<file path="config.mk">
export PLATFORM = sky130hd
export DESIGN_NAME = telnet_receive_parser
export DESIGN_NICKNAME = d
export VERILOG_FILES = /design/src/sv/trp_pkg.sv /design/src/sv/trp_cfg_regs.sv /design/src/sv/trp_parser.sv /design/src/sv/telnet_receive_parser.sv
export SDC_FILE = /design/constraint.sdc
export NUM_CORES = 1
export LEC_CHECK = 0
export BUFFER_PORTS_ARGS = -buffer_cell sky130_fd_sc_hd__buf_2
export CORE_MARGIN = 3
export CORE_UTILIZATION = 35
export CTS_CLUSTER_SIZE = 8
export DETAILED_ROUTE_END_ITERATION = 7
export GPL_TIMING_DRIVEN = 0
export PLACE_DENSITY = 0.49
export SYNTH_ARGS = -nofsm -noshare
export SYNTH_HDL_FRONTEND = slang
export SYNTH_HIERARCHICAL = 1
export SYNTH_SLANG_ARGS = --single-unit
</file>
<file path="constraint.sdc">
create_clock -name clk_i -period 7.25 [get_ports clk_i]
set_input_delay 1.0875 -clock clk_i [delete_from_list [all_inputs] [get_ports clk_i]]
set_output_delay 1.0875 -clock clk_i [all_outputs]
set_load 0.1 [all_outputs]
</file>
<file path="src/sv/trp_pkg.sv">
// Shared types and constants for the telnet receive parser.
`timescale 1ns / 1ps

package trp_pkg;

  localparam int unsigned NumOpt = 3;

  // Telnet protocol bytes
  localparam logic [7:0] BYTE_IAC  = 8'd255;
  localparam logic [7:0] BYTE_DONT = 8'd254;
  localparam logic [7:0] BYTE_DO   = 8'd253;
  localparam logic [7:0] BYTE_WONT = 8'd252;
  localparam logic [7:0] BYTE_WILL = 8'd251;
  localparam logic [7:0] BYTE_SB   = 8'd250;
  localparam logic [7:0] BYTE_SE   = 8'd240;
  localparam logic [7:0] BYTE_CR   = 8'd13;
  localparam logic [7:0] BYTE_NUL  = 8'd0;

  // Configuration register indexes
  localparam logic [2:0] CFG_CODE_A   = 3'd0;
  localparam logic [2:0] CFG_CODE_B   = 3'd1;
  localparam logic [2:0] CFG_CODE_C   = 3'd2;
  localparam logic [2:0] CFG_POLICY_A = 3'd3;
  localparam logic [2:0] CFG_POLICY_B = 3'd4;
  localparam logic [2:0] CFG_POLICY_C = 3'd5;

  // Policy flag bit positions
  localparam int unsigned POL_ACCEPT_WILL = 0;
  localparam int unsigned POL_ACCEPT_WONT = 1;
  localparam int unsigned POL_AGREE_DO    = 2;

  // Result kinds
  localparam logic KIND_DATA  = 1'b0;
  localparam logic KIND_REPLY = 1'b1;

  typedef enum logic [1:0] {
    VERB_WILL = 2'd0,
    VERB_WONT = 2'd1,
    VERB_DO   = 2'd2,
    VERB_DONT = 2'd3
  } verb_e;

  typedef struct packed {
    logic [NumOpt-1:0][7:0] code;
    logic [NumOpt-1:0][2:0] policy;
  } cfg_t;

  typedef struct packed {
    logic       valid;
    logic       kind;   // 0 data word, 1 negotiation reply
    logic [7:0] data;
    verb_e      verb;
  } result_t;

endpackage

</file>
<file path="src/sv/trp_cfg_regs.sv">
// Configuration register bank: option table codes and policy flags.
`timescale 1ns / 1ps

module trp_cfg_regs (
  input  logic          clk_i,
  input  logic          rst_ni,
  input  logic          cfg_valid_i,
  output logic          cfg_ready_o,
  input  logic [2:0]    cfg_index_i,
  input  logic [7:0]    cfg_data_i,
  output trp_pkg::cfg_t cfg_o
);
  import trp_pkg::*;

  cfg_t cfg_q, cfg_d;

  assign cfg_ready_o = 1'b1;

  always_comb begin
    cfg_d = cfg_q;
    if (cfg_valid_i) begin
      case (cfg_index_i)
        CFG_CODE_A:   cfg_d.code[0]   = cfg_data_i;
        CFG_CODE_B:   cfg_d.code[1]   = cfg_data_i;
        CFG_CODE_C:   cfg_d.code[2]   = cfg_data_i;
        CFG_POLICY_A: cfg_d.policy[0] = cfg_data_i[2:0];
        CFG_POLICY_B: cfg_d.policy[1] = cfg_data_i[2:0];
        CFG_POLICY_C: cfg_d.policy[2] = cfg_data_i[2:0];
        default:      cfg_d = cfg_q;
      endcase
    end
  end

  always_ff @(posedge clk_i or negedge rst_ni) begin
    if (!rst_ni) begin
      cfg_q.code   <= {8'd0, 8'd1, 8'd3};
      cfg_q.policy <= {3'd3, 3'd7, 3'd3};
    end else begin
      cfg_q <= cfg_d;
    end
  end

  assign cfg_o = cfg_q;

endmodule

</file>
<file path="src/sv/trp_parser.sv">
// Parse state machine and option negotiation, one word per step.
`timescale 1ns / 1ps

module trp_parser (
  input  logic             clk_i,
  input  logic             rst_ni,
  input  logic             step_i,
  input  logic [7:0]       byte_i,
  input  trp_pkg::cfg_t    cfg_i,
  output trp_pkg::result_t res_o
);
  import trp_pkg::*;

  typedef enum logic [5:0] {
    ST_NORMAL = 6'b000001,
    ST_CR     = 6'b000010,
    ST_IAC    = 6'b000100,
    ST_OPT    = 6'b001000,
    ST_SUB1   = 6'b010000,
    ST_SUB2   = 6'b100000
  } parse_state_e;

  parse_state_e       state_q, state_d;
  verb_e              verb_q, verb_d;
  logic [NumOpt-1:0]  sent_will_q, sent_will_d;
  logic [NumOpt-1:0]  sent_do_q, sent_do_d;

  logic [NumOpt-1:0]  hit, first;
  logic [2:0]         pol;
  logic               matched, will_sent, do_sent, is_peer_offer;
  parse_state_e       data_state;
  result_t            data_res, neg_res;

  // option table match, lowest entry wins; code 255 marks an empty entry
  always_comb begin
    for (int i = 0; i < NumOpt; i++) begin
      hit[i] = (cfg_i.code[i] != BYTE_IAC) && (cfg_i.code[i] == byte_i);
    end
    first[0] = hit[0];
    first[1] = hit[1] & ~hit[0];
    first[2] = hit[2] & ~hit[1] & ~hit[0];
    pol = 3'd0;
    for (int i = 0; i < NumOpt; i++) begin
      pol = pol | (cfg_i.policy[i] & {3{first[i]}});
    end
  end

  assign matched       = |hit;
  assign will_sent     = |(first & sent_will_q);
  assign do_sent       = |(first & sent_do_q);
  assign is_peer_offer = (verb_q == VERB_WILL) || (verb_q == VERB_WONT);

  always_comb begin
    neg_res       = '0;
    neg_res.kind  = KIND_REPLY;
    neg_res.data  = byte_i;
    neg_res.verb  = VERB_WILL;
    if (!matched) begin
      neg_res.valid = 1'b1;
      neg_res.verb  = is_peer_offer ? VERB_DONT : VERB_WONT;
    end else begin
      case (verb_q)
        VERB_WILL: begin
          neg_res.valid = ~do_sent;
          neg_res.verb  = pol[POL_ACCEPT_WILL] ? VERB_DO : VERB_DONT;
        end
        VERB_WONT: begin
          neg_res.valid = ~do_sent;
          neg_res.verb  = pol[POL_ACCEPT_WONT] ? VERB_DONT : VERB_DO;
        end
        default: begin
          neg_res.valid = ~will_sent;
          neg_res.verb  = pol[POL_AGREE_DO] ? VERB_WILL : VERB_WONT;
        end
      endcase
    end
  end

  // plain data handling, shared by normal and after-CR states
  always_comb begin
    data_res       = '0;
    data_res.kind  = KIND_DATA;
    data_res.data  = byte_i;
    data_res.verb  = VERB_WILL;
    data_res.valid = (byte_i != BYTE_IAC);
    if (byte_i == BYTE_IAC) begin
      data_state = ST_IAC;
    end else if (byte_i == BYTE_CR) begin
      data_state = ST_CR;
    end else begin
      data_state = ST_NORMAL;
    end
  end

  always_comb begin
    state_d     = state_q;
    verb_d      = verb_q;
    sent_will_d = sent_will_q;
    sent_do_d   = sent_do_q;
    res_o       = '0;
    res_o.verb  = VERB_WILL;
    case (state_q)
      ST_CR: begin
        if (byte_i == BYTE_NUL) begin
          state_d = ST_NORMAL;
        end else begin
          state_d = data_state;
          res_o   = data_res;
        end
      end
      ST_IAC: begin
        state_d = ST_NORMAL;
        if (byte_i == BYTE_IAC) begin
          res_o.valid = 1'b1;
          res_o.kind  = KIND_DATA;
          res_o.data  = BYTE_IAC;
        end else if (byte_i == BYTE_SB) begin
          state_d = ST_SUB1;
        end else if (byte_i == BYTE_WILL) begin
          verb_d  = VERB_WILL;
          state_d = ST_OPT;
        end else if (byte_i == BYTE_WONT) begin
          verb_d  = VERB_WONT;
          state_d = ST_OPT;
        end else if (byte_i == BYTE_DO) begin
          verb_d  = VERB_DO;
          state_d = ST_OPT;
        end else if (byte_i == BYTE_DONT) begin
          verb_d  = VERB_DONT;
          state_d = ST_OPT;
        end
      end
      ST_OPT: begin
        state_d = ST_NORMAL;
        res_o   = neg_res;
        if (is_peer_offer) begin
          sent_do_d = sent_do_q ^ first;
        end else begin
          sent_will_d = sent_will_q ^ first;
        end
      end
      ST_SUB1: begin
        if (byte_i == BYTE_IAC) begin
          state_d = ST_SUB2;
        end
      end
      ST_SUB2: begin
        state_d = (byte_i == BYTE_SE) ? ST_NORMAL : ST_SUB1;
      end
      default: begin
        state_d = data_state;
        res_o   = data_res;
      end
    endcase
    if (!step_i) begin
      res_o.valid = 1'b0;
    end
  end

  always_ff @(posedge clk_i or negedge rst_ni) begin
    if (!rst_ni) begin
      state_q     <= ST_NORMAL;
      verb_q      <= VERB_WILL;
      sent_will_q <= 3'b011;
      sent_do_q   <= 3'b110;
    end else if (step_i) begin
      state_q     <= state_d;
      verb_q      <= verb_d;
      sent_will_q <= sent_will_d;
      sent_do_q   <= sent_do_d;
    end
  end

endmodule

</file>
<file path="src/sv/telnet_receive_parser.sv">
// Telnet receive parser: input word register, parser, result register.
// Any result of a word in the input register is captured in the result register.
// Throughput: one word per cycle unless a held result stalls the parser; the parse
// step is combinational, with the three-entry option match done in parallel.
// Reset (asynchronous, active low) empties both registers, returns the parser to
// normal data and loads the default option table, policies and sent flags.
`timescale 1ns / 1ps

module telnet_receive_parser (
  input  logic        clk_i,
  input  logic        rst_ni,
  // slave side
  input  logic        s_axis_tvalid_i,
  output logic        s_axis_tready_o,
  input  logic [7:0]  s_axis_tdata_i,   // [7:0] rx_byte
  // master side
  output logic        m_axis_tvalid_o,
  input  logic        m_axis_tready_i,
  output logic [15:0] m_axis_tdata_o,   // [7:0] out_byte, [9:8] reply_verb, rest zero
  output logic        m_axis_tuser_o,   // [0] kind
  // configuration write channel
  input  logic        cfg_valid_i,
  output logic        cfg_ready_o,
  input  logic [2:0]  cfg_index_i,
  input  logic [7:0]  cfg_data_i
);
  import trp_pkg::*;

  cfg_t       cfg;
  result_t    res;
  logic       in_valid_q;
  logic [7:0] in_byte_q;
  logic       out_valid_q;
  logic       out_kind_q;
  logic [7:0] out_byte_q;
  verb_e      out_verb_q;
  logic       out_free, step;

  trp_cfg_regs u_cfg (
    .clk_i       (clk_i),
    .rst_ni      (rst_ni),
    .cfg_valid_i (cfg_valid_i),
    .cfg_ready_o (cfg_ready_o),
    .cfg_index_i (cfg_index_i),
    .cfg_data_i  (cfg_data_i),
    .cfg_o       (cfg)
  );

  // the parser steps whenever the input register holds a word and the result register can take one
  assign out_free        = ~out_valid_q | m_axis_tready_i;
  assign step            = in_valid_q & out_free;
  assign s_axis_tready_o = ~in_valid_q | step;

  trp_parser u_parser (
    .clk_i  (clk_i),
    .rst_ni (rst_ni),
    .step_i (step),
    .byte_i (in_byte_q),
    .cfg_i  (cfg),
    .res_o  (res)
  );

  always_ff @(posedge clk_i or negedge rst_ni) begin
    if (!rst_ni) begin
      in_valid_q <= 1'b0;
    end else if (s_axis_tready_o) begin
      in_valid_q <= s_axis_tvalid_i;
    end
  end

  always_ff @(posedge clk_i) begin
    if (s_axis_tready_o && s_axis_tvalid_i) begin
      in_byte_q <= s_axis_tdata_i;
    end
  end

  always_ff @(posedge clk_i or negedge rst_ni) begin
    if (!rst_ni) begin
      out_valid_q <= 1'b0;
    end else if (out_free) begin
      out_valid_q <= res.valid;
    end
  end

  always_ff @(posedge clk_i) begin
    if (out_free && res.valid) begin
      out_kind_q <= res.kind;
      out_byte_q <= res.data;
      out_verb_q <= res.verb;
    end
  end

  assign m_axis_tvalid_o = out_valid_q;
  assign m_axis_tuser_o  = out_kind_q;
  assign m_axis_tdata_o  = {6'd0, out_verb_q, out_byte_q};

`ifndef SYNTH
  // a data word always carries a zero verb field
  assert property (@(posedge clk_i) disable iff (!rst_ni)
    (m_axis_tvalid_o && !m_axis_tuser_o) |-> (m_axis_tdata_o[9:8] == VERB_WILL))
    else $error("data word with non-zero verb");

  // backpressure upstream only when the input register holds a word
  assert property (@(posedge clk_i) disable iff (!rst_ni)
    !s_axis_tready_o |-> in_valid_q)
    else $error("input stalled while empty");

  // the parser must not step while a result is held back downstream
  assert property (@(posedge clk_i) disable iff (!rst_ni)
    (out_valid_q && !m_axis_tready_i) |-> !step)
    else $error("parser stepped over a stalled result");
`endif

endmodule
</file>
* Yosys cells after proc, flatten, opt, wreduce, memory -nomap -nowiden *
Index checks and enable logic that the tools add are counted.

cells by class
  $add $sub $neg = 0
  multipliers = 0
  divide/modulo/power cells = 0
  $lt $le $gt $ge = 0
  equality and inequality tests = 27
  shift-type cells = 0
  muxes and demuxes = 29
  bitwise operators = 24
  reduce and logical (&&, ||, !) cells = 25

operator list
  kind                  count
  $eq A8 B8 Y1 const B  7
  $mux W6               8
  $pmux W10 S4          1
  $ne A8 B8 Y1 const B  4
  $pmux W6 S5           1
  $eq A8 B8 Y1          3
  $and A3 B3 Y3         5
  $mux W2               7
  $reduce_and A2 Y1     7
  $mux W12              1
  $mux W10              1
  $not A1 Y1            9
  $reduce_or A3 Y1      3
  $eq A8 B4 Y1 const B  1
  $logic_not A8 Y1      1
  $pmux W2 S2           2
  $eq A3 B2 Y1 const B  2
  $eq A3 B3 Y1 const B  2
  $eq A6 B2 Y1 const B  1
  $eq A6 B3 Y1 const B  1
  $eq A6 B4 Y1 const B  1
  $eq A6 B5 Y1 const B  1
  $eq A6 B6 Y1 const B  1
  $mux W1               6
  other kinds (17)      29

storage, ports and cells
  register bits after elaboration = 68
  latch bits = 0
  RAM bits = 0
  ROM bits = 0
  bits of input ports = 24
  output and inout bits = 20
  logic and storage cells = 121
  memories kept = 0

* Depth between registers and ports, before layout *
  depth in word-level cells = 13
  mapped depth = 11
  mapped depth without buffers = 9

* By module *
The synthesis kept the hierarchy.

modules (own cells, without submodules)
  module                 instances  cells each  area an instance (µm²)  seq. area each (µm²)
  trp_parser             1          172         1,577.8                 356.6
  trp_cfg_regs           1          76          1,307.5                 838.3
  telnet_receive_parser  1          35          729.4                   620.6

* Worst setup path before layout *
OpenSTA, ideal clock, no wires.

  kind = reg-to-reg
  from = register in_byte_q[2]
  to = register out_kind_q, in the netlist m_axis_tuser_o, enable pin
  setup time = 0.293 ns
  arrival = 2.431 ns
  data required time = 6.957 ns
  slack = 4.526 ns
  cell stages (with the launch flop) = 11
  path buffers = 1
  clock period less this slack = 2.724 ns
  cell sequence = edfxtp_1 buf_6 xnor2_1 o211ai_1 nor4_4 nor3b_1 ha_1 nor4b_1 o31a_1 o31a_1 and2_1

RTL lines
  element                 RTL line                     RTL
  from (decl)             telnet_receive_parser.sv:32  logic [7:0] in_byte_q;
  from (signal assigned)  telnet_receive_parser.sv:73  in_byte_q <= s_axis_tdata_i;
  to (signal assigned)    telnet_receive_parser.sv:87  out_kind_q <= res.kind;
  to (decl)               telnet_receive_parser.sv:34  logic out_kind_q;

==> results.md <==
* Status: complete, no violations
* Starting DRT DRC Count at 93
* Overall Global Routing Usage at 0.142
* Ys flop type: dfrtp_1
* TritonCTS clock tree: done
* Longest Clk Path Bufs at 2
* Startpoint Class: flip-flop
* # clock sinks at slightly below 70
* Final worst path period need at 3.26 ns
* H-tree depth at 3
* Highest clock rate at a little over 300 MHz
* Final setup fails at 0
* WHS Path Cells at 1
* Sequential area share after synthesis at 0.502
* Critical Path End Type: flip-flop
* Core footprint at between 9000 and 10000 µm²
* Commonest cells after routing, fill and taps aside: buf_2, mux2_2, dfrtp_1
* Num rows at 36
* # hold bufs at CTS at 0
* Critical Path Max Stage Delay at 0.53 ns
* CP Max Fanout at 11
* Port Buf Inserts at 36
* RSZ-0062 raised after global routing: false
* Critical-path cell list: buf_4 -> xnor2_1 -> nand4_1 -> nor3_4 -> nor3b_1 -> ha_1 -> nor4b_1 -> o31a_1 -> o31a_1 -> and2_1
* Leading cell type in the layout, fill and taps excluded: buf_2
* Fin crit share at 0.450
* First-pass GRT wire length at 12600 µm
* Grt total ovfl at 0
* Syn Area/Cell at ~13 µm²
* Synthesized area at between 3000 and 4000 µm²
* CTS Buf Count at 9
* DP HPWL at approximately 5600 µm
* Worst vdd ir at 0.136 mV
* # diodes at 0
* Max-cap violations at 0
* Final Power at between 1 and 1.5 mW
* DRC Markers at 0
* Rel. slew slack at 0.246
* Clock latency on the worst-skew pair at 0.34 ns
* Vias per cell at ~5
* Worst Skew at 0.0121 ns
* Number of flops mapped to enable cells by yosys at 19
* Ys async rst share at 0.721
* Postcts setup bufs at 0
* Vias in the first global route at between 2000 and 2500
* Flops & latches, synth at 68
* Reg2Reg Depth at 10
* WL/cell at between 15 and 20 µm
* Largest net degree at the start of global routing at 50
* Buf/Inv on CP at 1
* Slowest-stage cell, CP: and2_1
* Area added between synthesis and finish at 15.4%
* Worst-path clk slew at about 0.08 ns
* Pre-antenna DRT Iters at 4
* Delay-heaviest family, CP: simple AND/OR/NAND/NOR gates
* Pwr dens at between 300 and 400 nW/µm²
* WP depth at 10
* Initial antenna violation count at 0
* CTS root buf: clkbuf_8
* Critical path class: flip-flop to flip-flop
* Final GP Congestion at 0.802
* Slew @ Worst Pin at 1.13 ns
* Fin. max-slew vios at 0
* Cts repair resizes at 0
* Via count at between 2000 and 2500
* Setup TNS at 0 ns
* Critical path arrival at 3.23 ns
* Hold crit path type: flip-flop to flip-flop
* Gate Count Post-Synth at 283
* Leak pwr at between 1.5 and 2 nW
* Fill cells at slightly below 1000
* Ports at between 40 and 50
* WP data required at a little over 7 ns
* ANT nets after route at 0
* Count of cell types in the netlist at 60
* Initial core utilization at 0.365
* Die H at about 110 µm
* Total routed wirelength at 7710 µm
* Ys Warns at 6
* Die extent in x at between 100 and 150 µm
* Total Nets Final at between 300 and 400
* Hold Vio Cnt, Final at 0
* Layout cells sized above 1 at 0.409
* Die area at roughly 12000 µm²
* Crit-path most repeated cell: o31a_1
-- logic make-up (layout without fill, tap and decap cells) --
group,Yosys count,after routing,synth area share
compound gates,39,39,0.0841
xor+xnor,26,26,0.0672
fa+ha+maj,6,6,0.0208
buf+inv,26,78,0.0443
flops,68,68,0.502
mux,39,39,0.121
other cells,2,7,0.00208
simple gates,77,77,0.158
-- sequential cells by signal (all words and copies together), names as in the netlist, 2 cells and up --
register and cells:
u_parser/sent_will_q 3, u_parser/sent_do_q 3, u_parser/verb_q 2, out_verb_q 2, u_parser/state_q 6, in_byte_q 8
out_byte_q 8, u_cfg/cfg_o 33
-- layout make-up --
class,instances,area [µm²],share of cell area
multi-input cells,194,1660,0.397
inverters,5,18.8,0.00450
flip-flops and latches,68,1820,0.435
clock buffers,9,124,0.0297
clock inverters,7,67.6,0.0162
plain buffers,21,141,0.0339
repair buffers,36,180,0.0432
well taps,133,166,0.0399
-- report_power, final --
group / leakage, nW / switching, mW / internal (mW)
Clock: 0.0926 / 0.150 / 0.157
Combinational: 0.877 / 0.315 / 0.135
Sequential: 0.762 / 0.0504 / 0.490
Total: 1.73 / 0.515 / 0.782
-- Yosys cell counts, types with 6 or more instances --
library cell | instances | area (µm²)
dfstp_2 | 15 | 394
xnor2_1 | 18 | 158
dfrtp_1 | 34 | 851
buf_2 | 8 | 40.0
mux2_2 | 37 | 417
nand2b_1 | 7 | 43.8
edfxtp_1 | 19 | 571
nand2_1 | 9 | 33.8
a21o_1 | 11 | 82.6
buf_4 | 8 | 60.1
ha_1 | 6 | 75.1
nand4_1 | 11 | 68.8
xor2_1 | 6 | 52.6
nor2_1 | 7 | 26.3
-- metal layers --
metal  track usage  share of wire  up-vias
met3        0.0378          0.039        7
met4        0.0325          0.011        0
met2         0.223           0.48       52
li1              -              -     1136
met5             0              0        -
met1         0.197           0.47     1161
-- path summary, 6_finish.rpt --
check                           slack (ns)                       to                  start
worst max-delay path                  3.99            out_byte_q[7]           in_byte_q[5]
worst min-delay path                  0.51    u_parser/sent_do_q[0]  u_parser/sent_do_q[0]
worst max register to register        3.99            out_byte_q[7]           in_byte_q[5]
worst min register to register        0.51    u_parser/sent_do_q[0]  u_parser/sent_do_q[0]
max in group asynchronous             5.58  u_parser/sent_will_q[2]                 rst_ni
min in group asynchronous             0.94      u_parser/state_q[1]                 rst_ni
-- metrics by stage --
stage / std cells / hold WS, ns / cell area (µm²) / util / setup slack (ns)
floorplan: 288 / 0.471 / 3630 / - / 4.53
global placement: 457 / 0.483 / 3980 / 0.402 / 3.99
detailed placement: 457 / 0.493 / 3980 / 0.402 / 3.99
CTS: 473 / 0.514 / 4170 / 0.421 / 3.96
global route: 473 / 0.535 / 4170 / 0.421 / 3.74
finish: 473 / 0.510 / 4170 / 0.421 / 3.99
(Power assumes the default switching activity.)
